File: src/rtl/arig_pkg.sv
// package: types, constants and register indexes for the ramp instruction generator
`default_nettype none
package arig_pkg;
    localparam int MAX_POINTS_DEF = 64;
    localparam logic [15:0] LATENCY_TICKS = 16'd2;
    localparam logic signed [15:0] CODE_MAX = 16'sd32767;
    localparam logic signed [15:0] CODE_MIN = -16'sd32768;
    localparam int FULL_SCALE_MV = 10000;
    localparam int CODE_SCALE = 32767;

    localparam logic [1:0] ST_OK = 2'd0;
    localparam logic [1:0] ST_STEP_SMALL = 2'd1;
    localparam logic [1:0] ST_FEW_POINTS = 2'd2;
    localparam logic [1:0] ST_CAPPED = 2'd3;

    localparam logic [1:0] REG_TICKS_PER_US = 2'd0;
    localparam logic [1:0] REG_MIN_STEP_TICKS = 2'd1;
    localparam logic [1:0] REG_MIN_STEP_TIME = 2'd2;

    typedef struct packed {
        logic [15:0] step_time;
        logic [23:0] ramp_length;
        logic signed [15:0] v_start;
        logic signed [15:0] v_end;
    } arig_in_t;

    typedef struct packed {
        logic [31:0] instruction;
        logic last;
        logic [1:0] status;
        logic time_clamped;
        logic volt_clamped;
    } arig_out_t;

    typedef enum logic [3:0] {
        S_IDLE, S_CHECK, S_NDIV, S_SETUP, S_POINT, S_PDIV, S_EMIT, S_ERR, S_WAIT
    } arig_state_t;

    // controller to datapath commands
    typedef struct packed {
        logic load;
        logic start_ndiv;
        logic setup;
        logic point_calc;
        logic mag_calc;
        logic start_pdiv;
        logic emit;
        logic emit_err;
        logic next_point;
    } arig_cmd_t;

    // datapath to controller status
    typedef struct packed {
        logic step_bad;
        logic div_done;
        logic few_points;
        logic last_point;
    } arig_sts_t;
endpackage
`default_nettype wire

File: src/rtl/arig_div.sv
// radix-2 restoring divider for unsigned operands, one quotient bit per cycle
`default_nettype none
module arig_div import arig_pkg::*; #(
    parameter int W = 48
) (
    input  wire logic         aclk,
    input  wire logic         aresetn,
    input  wire logic         start,
    input  wire logic [W-1:0] dividend,
    input  wire logic [W-1:0] divisor,
    output logic              done,
    output logic [W-1:0]      quotient
);
    localparam int CW = $clog2(W + 1);
    logic [W-1:0] rem_reg, rem_next, quo_reg, quo_next, dsr_reg, dsr_next;
    logic [CW-1:0] cnt_reg, cnt_next;
    logic busy_reg, busy_next, done_reg, done_next;
    logic [W:0] trial;

    always_comb begin
        rem_next = rem_reg;
        quo_next = quo_reg;
        dsr_next = dsr_reg;
        cnt_next = cnt_reg;
        busy_next = busy_reg;
        done_next = 1'b0;
        trial = {rem_reg, quo_reg[W-1]} - {1'b0, dsr_reg};
        if (start) begin
            rem_next = '0;
            quo_next = dividend;
            dsr_next = divisor;
            cnt_next = CW'(W);
            busy_next = 1'b1;
        end else if (busy_reg) begin
            if (trial[W]) begin
                rem_next = {rem_reg[W-2:0], quo_reg[W-1]};
                quo_next = {quo_reg[W-2:0], 1'b0};
            end else begin
                rem_next = trial[W-1:0];
                quo_next = {quo_reg[W-2:0], 1'b1};
            end
            cnt_next = cnt_reg - CW'(1);
            if (cnt_reg == CW'(1)) begin
                busy_next = 1'b0;
                done_next = 1'b1;
            end
        end
    end

    always_ff @(posedge aclk) begin
        rem_reg <= rem_next;
        quo_reg <= quo_next;
        dsr_reg <= dsr_next;
        cnt_reg <= cnt_next;
        if (!aresetn) begin
            busy_reg <= 1'b0;
            done_reg <= 1'b0;
        end else begin
            busy_reg <= busy_next;
            done_reg <= done_next;
        end
    end

    assign done = done_reg;
    assign quotient = quo_reg;
endmodule
`default_nettype wire

File: src/rtl/arig_datapath.sv
// datapath: command registers, tick word, point arithmetic and result register
`default_nettype none
module arig_datapath import arig_pkg::*; #(
    parameter int MAX_POINTS = MAX_POINTS_DEF
) (
    input  wire logic        aclk,
    input  wire logic        aresetn,
    input  wire arig_in_t    in_beat,
    input  wire logic [7:0]  ticks_per_us,
    input  wire logic [15:0] min_step_ticks,
    input  wire logic [15:0] min_step_time,
    input  wire arig_cmd_t   cmd,
    output arig_sts_t        sts,
    output arig_out_t        result
);
    localparam int PW = $clog2(MAX_POINTS + 1);
    localparam int DW = 48;

    logic [15:0] step_reg;
    logic [23:0] len_reg;
    logic signed [15:0] vs_reg, ve_reg;
    logic [PW-1:0] n_reg, idx_reg;
    logic [1:0] status_reg;
    logic tc_reg, vc_reg, neg_reg;
    logic [15:0] tick_reg;
    logic signed [40:0] num_reg;   // vs*den + diff*i
    logic signed [40:0] limit_reg; // 10000*den
    logic signed [15:0] code_word;
    arig_out_t out_reg;

    logic div_start, div_done;
    logic [DW-1:0] div_a, div_b, div_q;
    logic [DW-1:0] mag_reg;

    arig_div #(.W(DW)) u_div (
        .aclk(aclk), .aresetn(aresetn), .start(div_start),
        .dividend(div_a), .divisor(div_b), .done(div_done), .quotient(div_q)
    );

    assign div_start = cmd.start_ndiv | cmd.start_pdiv;
    always_comb begin
        if (cmd.start_ndiv) begin
            div_a = DW'(len_reg);
            div_b = DW'(step_reg);
        end else begin
            div_a = mag_reg;
            div_b = DW'(limit_reg);
        end
    end

    logic [23:0] ticks_raw;
    assign ticks_raw = (24'(step_reg) * 24'(ticks_per_us)) >> 4;

    logic signed [16:0] diff;
    assign diff = 17'(ve_reg) - 17'(vs_reg);
    logic signed [PW:0] den_s, idx_s;
    assign den_s = $signed({1'b0, n_reg - PW'(1)});
    assign idx_s = $signed({1'b0, idx_reg});
    logic signed [16+PW:0] prod_vs;
    logic signed [17+PW:0] prod_diff;
    assign prod_vs = vs_reg * den_s;
    assign prod_diff = diff * idx_s;
    logic signed [40:0] prod_num;
    assign prod_num = 41'(prod_vs) + 41'(prod_diff);

    always_ff @(posedge aclk) begin
        if (cmd.load) begin
            step_reg <= in_beat.step_time;
            len_reg <= in_beat.ramp_length;
            vs_reg <= in_beat.v_start;
            ve_reg <= in_beat.v_end;
            idx_reg <= '0;
        end
        if (cmd.setup) begin
            if (div_q > DW'(MAX_POINTS)) begin
                n_reg <= PW'(MAX_POINTS);
                status_reg <= ST_CAPPED;
            end else begin
                n_reg <= div_q[PW-1:0];
                status_reg <= ST_OK;
            end
            if (ticks_raw > 24'hFFFF) begin
                tick_reg <= 16'hFFFF - LATENCY_TICKS;
                tc_reg <= 1'b1;
            end else if (ticks_raw[15:0] < min_step_ticks) begin
                tick_reg <= min_step_ticks - LATENCY_TICKS;
                tc_reg <= 1'b1;
            end else begin
                tick_reg <= ticks_raw[15:0] - LATENCY_TICKS;
                tc_reg <= 1'b0;
            end
        end
        if (cmd.point_calc) begin
            num_reg <= prod_num;
            limit_reg <= 41'(FULL_SCALE_MV) * 41'(den_s);
            vc_reg <= 1'b0;
        end
        if (cmd.next_point) idx_reg <= idx_reg + PW'(1);
    end

    // saturation and magnitude of the point numerator
    logic sat_hi, sat_lo;
    assign sat_hi = num_reg > limit_reg;
    assign sat_lo = num_reg < -limit_reg;
    logic [40:0] abs_num;
    assign abs_num = num_reg[40] ? 41'(-num_reg) : 41'(num_reg);

    // mag = |num|*32767 as shift and subtract, loaded in the cycle after point_calc
    always_ff @(posedge aclk) begin
        if (cmd.mag_calc) begin
            mag_reg <= (DW'(abs_num) << 15) - DW'(abs_num);
            neg_reg <= num_reg[40];
        end
    end

    always_comb begin
        if (sat_hi) code_word = CODE_MAX;
        else if (sat_lo) code_word = CODE_MIN;
        else if (neg_reg) code_word = 16'(-div_q[15:0]);
        else code_word = div_q[15:0];
    end

    always_ff @(posedge aclk) begin
        if (cmd.emit_err) begin
            out_reg.instruction <= '0;
            out_reg.last <= 1'b1;
            out_reg.status <= sts.step_bad ? ST_STEP_SMALL : ST_FEW_POINTS;
            out_reg.time_clamped <= 1'b0;
            out_reg.volt_clamped <= 1'b0;
        end else if (cmd.emit) begin
            out_reg.instruction <= {tick_reg, code_word};
            out_reg.last <= sts.last_point;
            out_reg.status <= status_reg;
            out_reg.time_clamped <= tc_reg;
            out_reg.volt_clamped <= sat_hi | sat_lo | vc_reg;
        end
    end

    assign sts.step_bad = (step_reg == 16'd0) || (step_reg < min_step_time);
    assign sts.div_done = div_done;
    assign sts.few_points = div_q <= DW'(1);
    assign sts.last_point = (idx_reg + PW'(1)) == n_reg;
    assign result = out_reg;
endmodule
`default_nettype wire

File: src/rtl/arig_ctrl.sv
// controller: sequences one ramp command through the datapath
`default_nettype none
module arig_ctrl import arig_pkg::*; (
    input  wire logic      aclk,
    input  wire logic      aresetn,
    input  wire logic      s_valid,
    output logic           s_ready,
    output logic           m_valid,
    input  wire logic      m_ready,
    input  wire arig_sts_t sts,
    output arig_cmd_t      cmd
);
    arig_state_t state_reg, state_next;
    logic mv_reg, mv_next;
    logic fin_reg, fin_next;

    always_ff @(posedge aclk) begin
        if (!aresetn) begin
            state_reg <= S_IDLE;
            mv_reg <= 1'b0;
            fin_reg <= 1'b0;
        end else begin
            state_reg <= state_next;
            mv_reg <= mv_next;
            fin_reg <= fin_next;
        end
    end

    logic slot_free;
    assign slot_free = !mv_reg || m_ready;

    always_comb begin
        state_next = state_reg;
        cmd = '0;
        mv_next = mv_reg && !m_ready;
        fin_next = fin_reg;
        s_ready = 1'b0;
        unique case (state_reg)
            S_IDLE: begin
                s_ready = 1'b1;
                if (s_valid) begin
                    cmd.load = 1'b1;
                    state_next = S_CHECK;
                end
            end
            S_CHECK: begin
                if (sts.step_bad) state_next = S_ERR;
                else begin
                    cmd.start_ndiv = 1'b1;
                    state_next = S_NDIV;
                end
            end
            S_NDIV: if (sts.div_done) begin
                if (sts.few_points) state_next = S_ERR;
                else begin
                    cmd.setup = 1'b1;
                    state_next = S_SETUP;
                end
            end
            S_SETUP: begin
                cmd.point_calc = 1'b1;
                state_next = S_POINT;
            end
            S_POINT: begin
                // magnitude loads here
                cmd.mag_calc = 1'b1;
                state_next = S_PDIV;
            end
            S_PDIV: begin
                cmd.start_pdiv = 1'b1;
                state_next = S_EMIT;
                fin_next = 1'b0;
            end
            S_EMIT: if (sts.div_done || fin_reg) begin
                fin_next = 1'b1;
                if (slot_free) begin
                    cmd.emit = 1'b1;
                    mv_next = 1'b1;
                    fin_next = 1'b0;
                    if (sts.last_point) state_next = S_WAIT;
                    else begin
                        cmd.next_point = 1'b1;
                        state_next = S_SETUP;
                    end
                end
            end
            S_ERR: if (slot_free) begin
                cmd.emit_err = 1'b1;
                mv_next = 1'b1;
                state_next = S_WAIT;
            end
            S_WAIT: if (!mv_reg || m_ready) begin
                state_next = S_IDLE;
            end
            default: state_next = S_IDLE;
        endcase
    end

    assign m_valid = mv_reg;
endmodule
`default_nettype wire

File: src/rtl/analog_ramp_instruction_generator_top.sv
// top level of the analog ramp instruction generator
// usage:
//   s_ channel takes one ramp command beat (step time, ramp length, start and
//   end voltage); m_ channel gives the instruction beats of that ramp, the
//   final one flagged by last. a rejected command gives one beat with status
//   step too small or too few points.
//   configuration: write cfg_we with cfg_index 0 ticks_per_us, 1 min_step_ticks,
//   2 min_step_time, only while idle.
// sequencing:
//   one command at a time; the point count is one divide on the shared
//   restoring divider, then each point runs setup, product, magnitude, a
//   divide on the same divider, and emit. a step too small beat leaves
//   without any divide, a too few points beat after the point count divide.
// reset: aresetn low, synchronous; registers return to 160, 2, 16, block idle.
// stall: when m_ready is low the result register holds its beat and the next
//   point waits finished in the sequencer, nothing is lost.
`default_nettype none
module analog_ramp_instruction_generator_top import arig_pkg::*; #(
    parameter int MAX_POINTS = MAX_POINTS_DEF
) (
    input  wire logic        aclk,
    input  wire logic        aresetn,
    input  wire logic        s_valid,
    output logic             s_ready,
    input  wire arig_in_t    s_data,
    output logic             m_valid,
    input  wire logic        m_ready,
    output arig_out_t        m_data,
    input  wire logic        cfg_we,
    input  wire logic [1:0]  cfg_index,
    input  wire logic [15:0] cfg_data
);
    logic [7:0] tpu_reg;
    logic [15:0] mst_reg, mstime_reg;
    arig_cmd_t cmd;
    arig_sts_t sts;

    // configuration registers
    always_ff @(posedge aclk) begin
        if (!aresetn) begin
            tpu_reg <= 8'd160;
            mst_reg <= 16'd2;
            mstime_reg <= 16'd16;
        end else if (cfg_we) begin
            unique case (cfg_index)
                REG_TICKS_PER_US: tpu_reg <= cfg_data[7:0];
                REG_MIN_STEP_TICKS: mst_reg <= cfg_data;
                REG_MIN_STEP_TIME: mstime_reg <= cfg_data;
                default: ;
            endcase
        end
    end

    arig_ctrl u_ctrl (
        .aclk(aclk), .aresetn(aresetn), .s_valid(s_valid), .s_ready(s_ready),
        .m_valid(m_valid), .m_ready(m_ready), .sts(sts), .cmd(cmd)
    );

    arig_datapath #(.MAX_POINTS(MAX_POINTS)) u_dp (
        .aclk(aclk), .aresetn(aresetn), .in_beat(s_data), .ticks_per_us(tpu_reg),
        .min_step_ticks(mst_reg), .min_step_time(mstime_reg), .cmd(cmd),
        .sts(sts), .result(m_data)
    );
endmodule
`default_nettype wire

File: config.mk
export PLATFORM = sky130hd
export DESIGN_NAME = analog_ramp_instruction_generator_top
export DESIGN_NICKNAME = d
export VERILOG_FILES = /design/src/rtl/arig_pkg.sv /design/src/rtl/arig_div.sv /design/src/rtl/arig_datapath.sv /design/src/rtl/arig_ctrl.sv /design/src/rtl/analog_ramp_instruction_generator_top.sv
export SDC_FILE = /design/constraint.sdc
export NUM_CORES = 2
export LEC_CHECK = 0
export BUFFER_PORTS_ARGS = -buffer_cell sky130_fd_sc_hd__buf_2
export CORE_UTILIZATION = 40
export DETAILED_ROUTE_END_ITERATION = 16
export GPL_ROUTABILITY_DRIVEN = 0
export HOLD_SLACK_MARGIN = 0.1
export SLEW_MARGIN = 30
export SYNTH_ARGS = -nofsm -noshare
export SYNTH_HDL_FRONTEND = slang
export SYNTH_HIERARCHICAL = 1
export SYNTH_SLANG_ARGS = --single-unit
export TNS_END_PERCENT = 100
File: constraint.sdc
create_clock -name aclk -period 11.2 [get_ports aclk]
set_clock_uncertainty 0.2 [all_clocks]
set_input_delay 0 -clock aclk [delete_from_list [all_inputs] [get_ports aclk]]
set_output_delay 0 -clock aclk [all_outputs]
set_load 0.05 [all_outputs]
==> flow_metrics.py <==
metrics = {
    "setup_path": {
        "cp_slowest_stage_delay_ns": 0.54,
        "path_max_fanout": 8,
        "critPathLaunchType": "flop",
        "end_kind": "flop",
        "timing.critical_path.mode_cell": "fa_1",
        "cp_data_required_time_ns": 11.37,
        "reg2reg_from": "u_dp/vs_reg[0]",
        "crit_slowest_cell": "edfxtp_1",
        "critical_path_arrival_ns": 9.10,
        "rr_endpoint": "u_dp/num_reg[25]",
        "startpoint": "u_dp/vs_reg[0]",
        "rr_worst_depth": 29,
        "crit_type": "flop to flop",
        "r2r_slack_ns": 2.27,
    },
    "synthesis": {
        "postSynthAreaPerCell_um2": 9.54,
        "synth_top_area_share_pct": 22.6,
        "synth_cell_type_count": 100,
        "synthTopCellsByArea": "edfxtp_1 23%, fa_1 16%, ha_1 11%, dfxtp_1 7.0%, inv_1 5.9%",
        "synth_edf_count": 294,
        "netlist_instances": 4094,
        "synth_area_um2": 39000,
        "yosysWarnings": 6,
        "synth_top_area_cell": "edfxtp_1",
        "synth_seq_cells": 431,
        "synth.yosys.seq_area_share_pct": 29.6,
        "synthArstFlopShare_pct": 0,
        "synth_ff_type": "edfxtp_1",
    },
    "layout": {
        "multi_input_area_um2": 24800,
        "final_nets": 5172,
        "insertedDiodeCount": 0,
        "final_util_pct": 46.4,
        "num-fill-cells": 9196,
        "syn2layout_area_growth_pct": 14.9,
        "ff_latch_area_um2": 11600,
        "drive_gt1_share_pct": 8.41,
    },
    "worst_hold_path": {
        "hold_depth": 4,
        "min_path_type": "input pin to flop",
        "hold_path_startpoint": "cfg_data[7]",
        "holdPathEnd": "tpu_reg[7]",
    },
    "floorplan": {
        "die_w_um": 314,
        "die-area_um2": 98900,
        "core-area_um2": 96700,
        "num_io_pins": 134,
        "rows": 114,
        "start_util_pct": 40.4,
        "fp.dieH_um": 314,
    },
    "timing": {
        "finalCritPeriodShare_pct": 79.7,
        "slew-limit-headroom_pct": 39.2,
        "rsz0062_at_grt": "false",
        "slew_viol_final": 0,
        "layout_setup_ws_ns": 2.27,
        "fmax_mhz": 112,
        "final-setup-viol-count": 0,
        "tightest_slew_ns": 0.912,
        "period_needed_ns": 8.93,
        "tns_ns": 0,
        "finalHoldViolCount": 0,
    },
    "clock_network": {
        "ctsHtreeMaxLevel": 2,
        "cts_tree": "yes",
        "cts-root-buf": "clkbuf_16",
        "numCtsBuffers": 55,
        "post_cts_resize_count": 0,
        "clock_latency_ns": 0.65,
        "clk_pin_slew_ns": 0.06,
        "clock_sinks": 431,
        "clock_path_buffers": 3,
    },
    "global_routing": {
        "grt_pass1_wl_um": 162000,
        "grt_antenna_before_repair": 1,
        "grt.overflow.total": 0,
        "grt_pass1_vias": 29500,
        "track_usage_pct": 20.6,
        "grt_max_degree": 83,
    },
    "drt": {
        "num_vias": 29500,
        "dr.first_iter.drc_count": 1890,
        "drc_errors": 0,
        "ant_nets": 0,
        "routed_wl_um": 101000,
        "wl_per_cell_um": 17.7,
        "first_pass_iters": 5,
        "vias_per_cell": 5.15,
    },
    "placement": {
        "post-dp-hpwl_um": 76200,
        "port_buffers": 133,
        "dp_slack_ns": 2.22,
    },
    "job": {
        "max_cap_viol_count": 0,
    },
    "status": {
        "outcome": "completed",
    },
}
-- critical path, delay by kind of cell, from the launching register on --
family	cells	cell delay [ns]
compound gates	12	2.40
xor+xnor	2	0.63
fa+ha+maj	9	3.82
buf+inv	2	0.12
flops	1	0.54
simple gates	4	0.96
-- final cells by class --
cell class / count / share of cell area, %
multi-input combinational: 2950 / 55.3
clock inverter: 37 / 0.622
sequential: 431 / 25.8
tap: 1276 / 3.56
timing repair buffer: 356 / 6.30
clock buffer: 66 / 3.28
inverter: 618 / 5.17
-- layer usage --
| layer | vias up | global-route usage (%) | wire length, µm | part of all wire [%] |
|---|---|---|---|---|
| li1 | 14400 | - | - | - |
| met1 | 14300 | 29.0 | 47900 | 47 |
| met4 | 0 | 6.22 | 2820 | 2.8 |
| met3 | 145 | 2.35 | 4590 | 4.5 |
| met2 | 654 | 33.1 | 46100 | 45 |
| met5 | - | 0 | 0 | 0 |
-- worst max path at each step --
stage / endpoint / slack, ns / cells past startpoint
2_1_floorplan: u_dp/tick_reg[15] / 3.22 / 29
3_3_place_gp: u_dp/tick_reg[15] / 2.36 / 27
5_1_grt: u_dp/tick_reg[15] / 1.30 / 27
3_5_place_dp: u_dp/tick_reg[15] / 2.22 / 27
4_1_cts: u_dp/tick_reg[15] / 2.20 / 27
6_report: u_dp/num_reg[25] / 2.27 / 29
-- cells in the mapped netlist (all sizes together) (7+ instances only) --
cell type,count
fa,320
a21o,62
and3,27
o31ai,21
o41ai,8
dfxtp,137
nand2,394
nand3,45
a211o,9
o21ai,128
nor3,56
o21bai,20
or4,9
a21oi,169
o21a,29
and2,198
edfxtp,294
a311oi,33
nand3b,8
a31oi,30
mux2i,64
mux2,73
o211ai,16
nor4,31
or3,9
or2,15
a41oi,7
clkbuf,100
a211oi,37
xor2,74
xnor2,140
nand2b,36
buf,35
nand4,43
nor2,279
a21boi,12
ha,345
inv,616
a2111oi,8
o2111ai,9
nor2b,63
-- cell families (layout without fill, tap and decap cells) --
logic type	Yosys count	after routing	share of synthesized area [%]
compound gates	650	650	11.1
other cells	2	42	0.0192
xor+xnor	214	214	4.87
fa+ha+maj	665	665	27.5
buf+inv	753	1077	7.48
flops	431	431	29.6
mux	137	137	3.75
simple gates	1242	1242	15.7
-- stage by stage --
step	instances	hold slack [ns]	instance area (µm²)
2_1_floorplan	4134	-0.101	39200
3_3_place_gp	5437	-0.0237	41200
3_5_place_dp	5437	-0.0219	41200
4_1_cts	5734	0.102	44800
5_1_grt	5734	0.156	44900
6_report	5734	0.163	44900
-- cells in the final DEF, fill, tap and decap left out, types with 26 or more instances in the layout --
cell,Yosys,layout
inv_1,616,615
nand2_1,394,394
ha_1,345,345
fa_1,320,320
edfxtp_1,294,294
nor2_1,278,277
and2_1,197,196
dlygate4sd3_1,0,194
a21oi_1,167,167
dfxtp_1,137,136
xnor2_1,139,136
buf_2,19,133
o21ai_0,113,113
xor2_1,73,72
mux2_2,72,72
mux2i_1,64,64
nor2b_1,63,63
a21o_1,62,62
clkbuf_16,0,57
nor3_1,56,53
nand3_1,45,45
nand4_1,43,43
conb_1,2,42
a211oi_1,37,37
nand2b_1,34,34
a311oi_1,32,32
a31oi_1,30,30
buf_4,2,29
o21a_1,29,29
and3_1,27,27
nor4_1,28,26
-- repair_timing --
item                                   in CTS  in global routing
endpoints found under the hold margin     145                  0
hold buffers                              194                  0
setup buffers                               0                  0
Power is not shown: default switching activity piles up to over one toggle a cycle in this logic, so the estimate is an artifact.
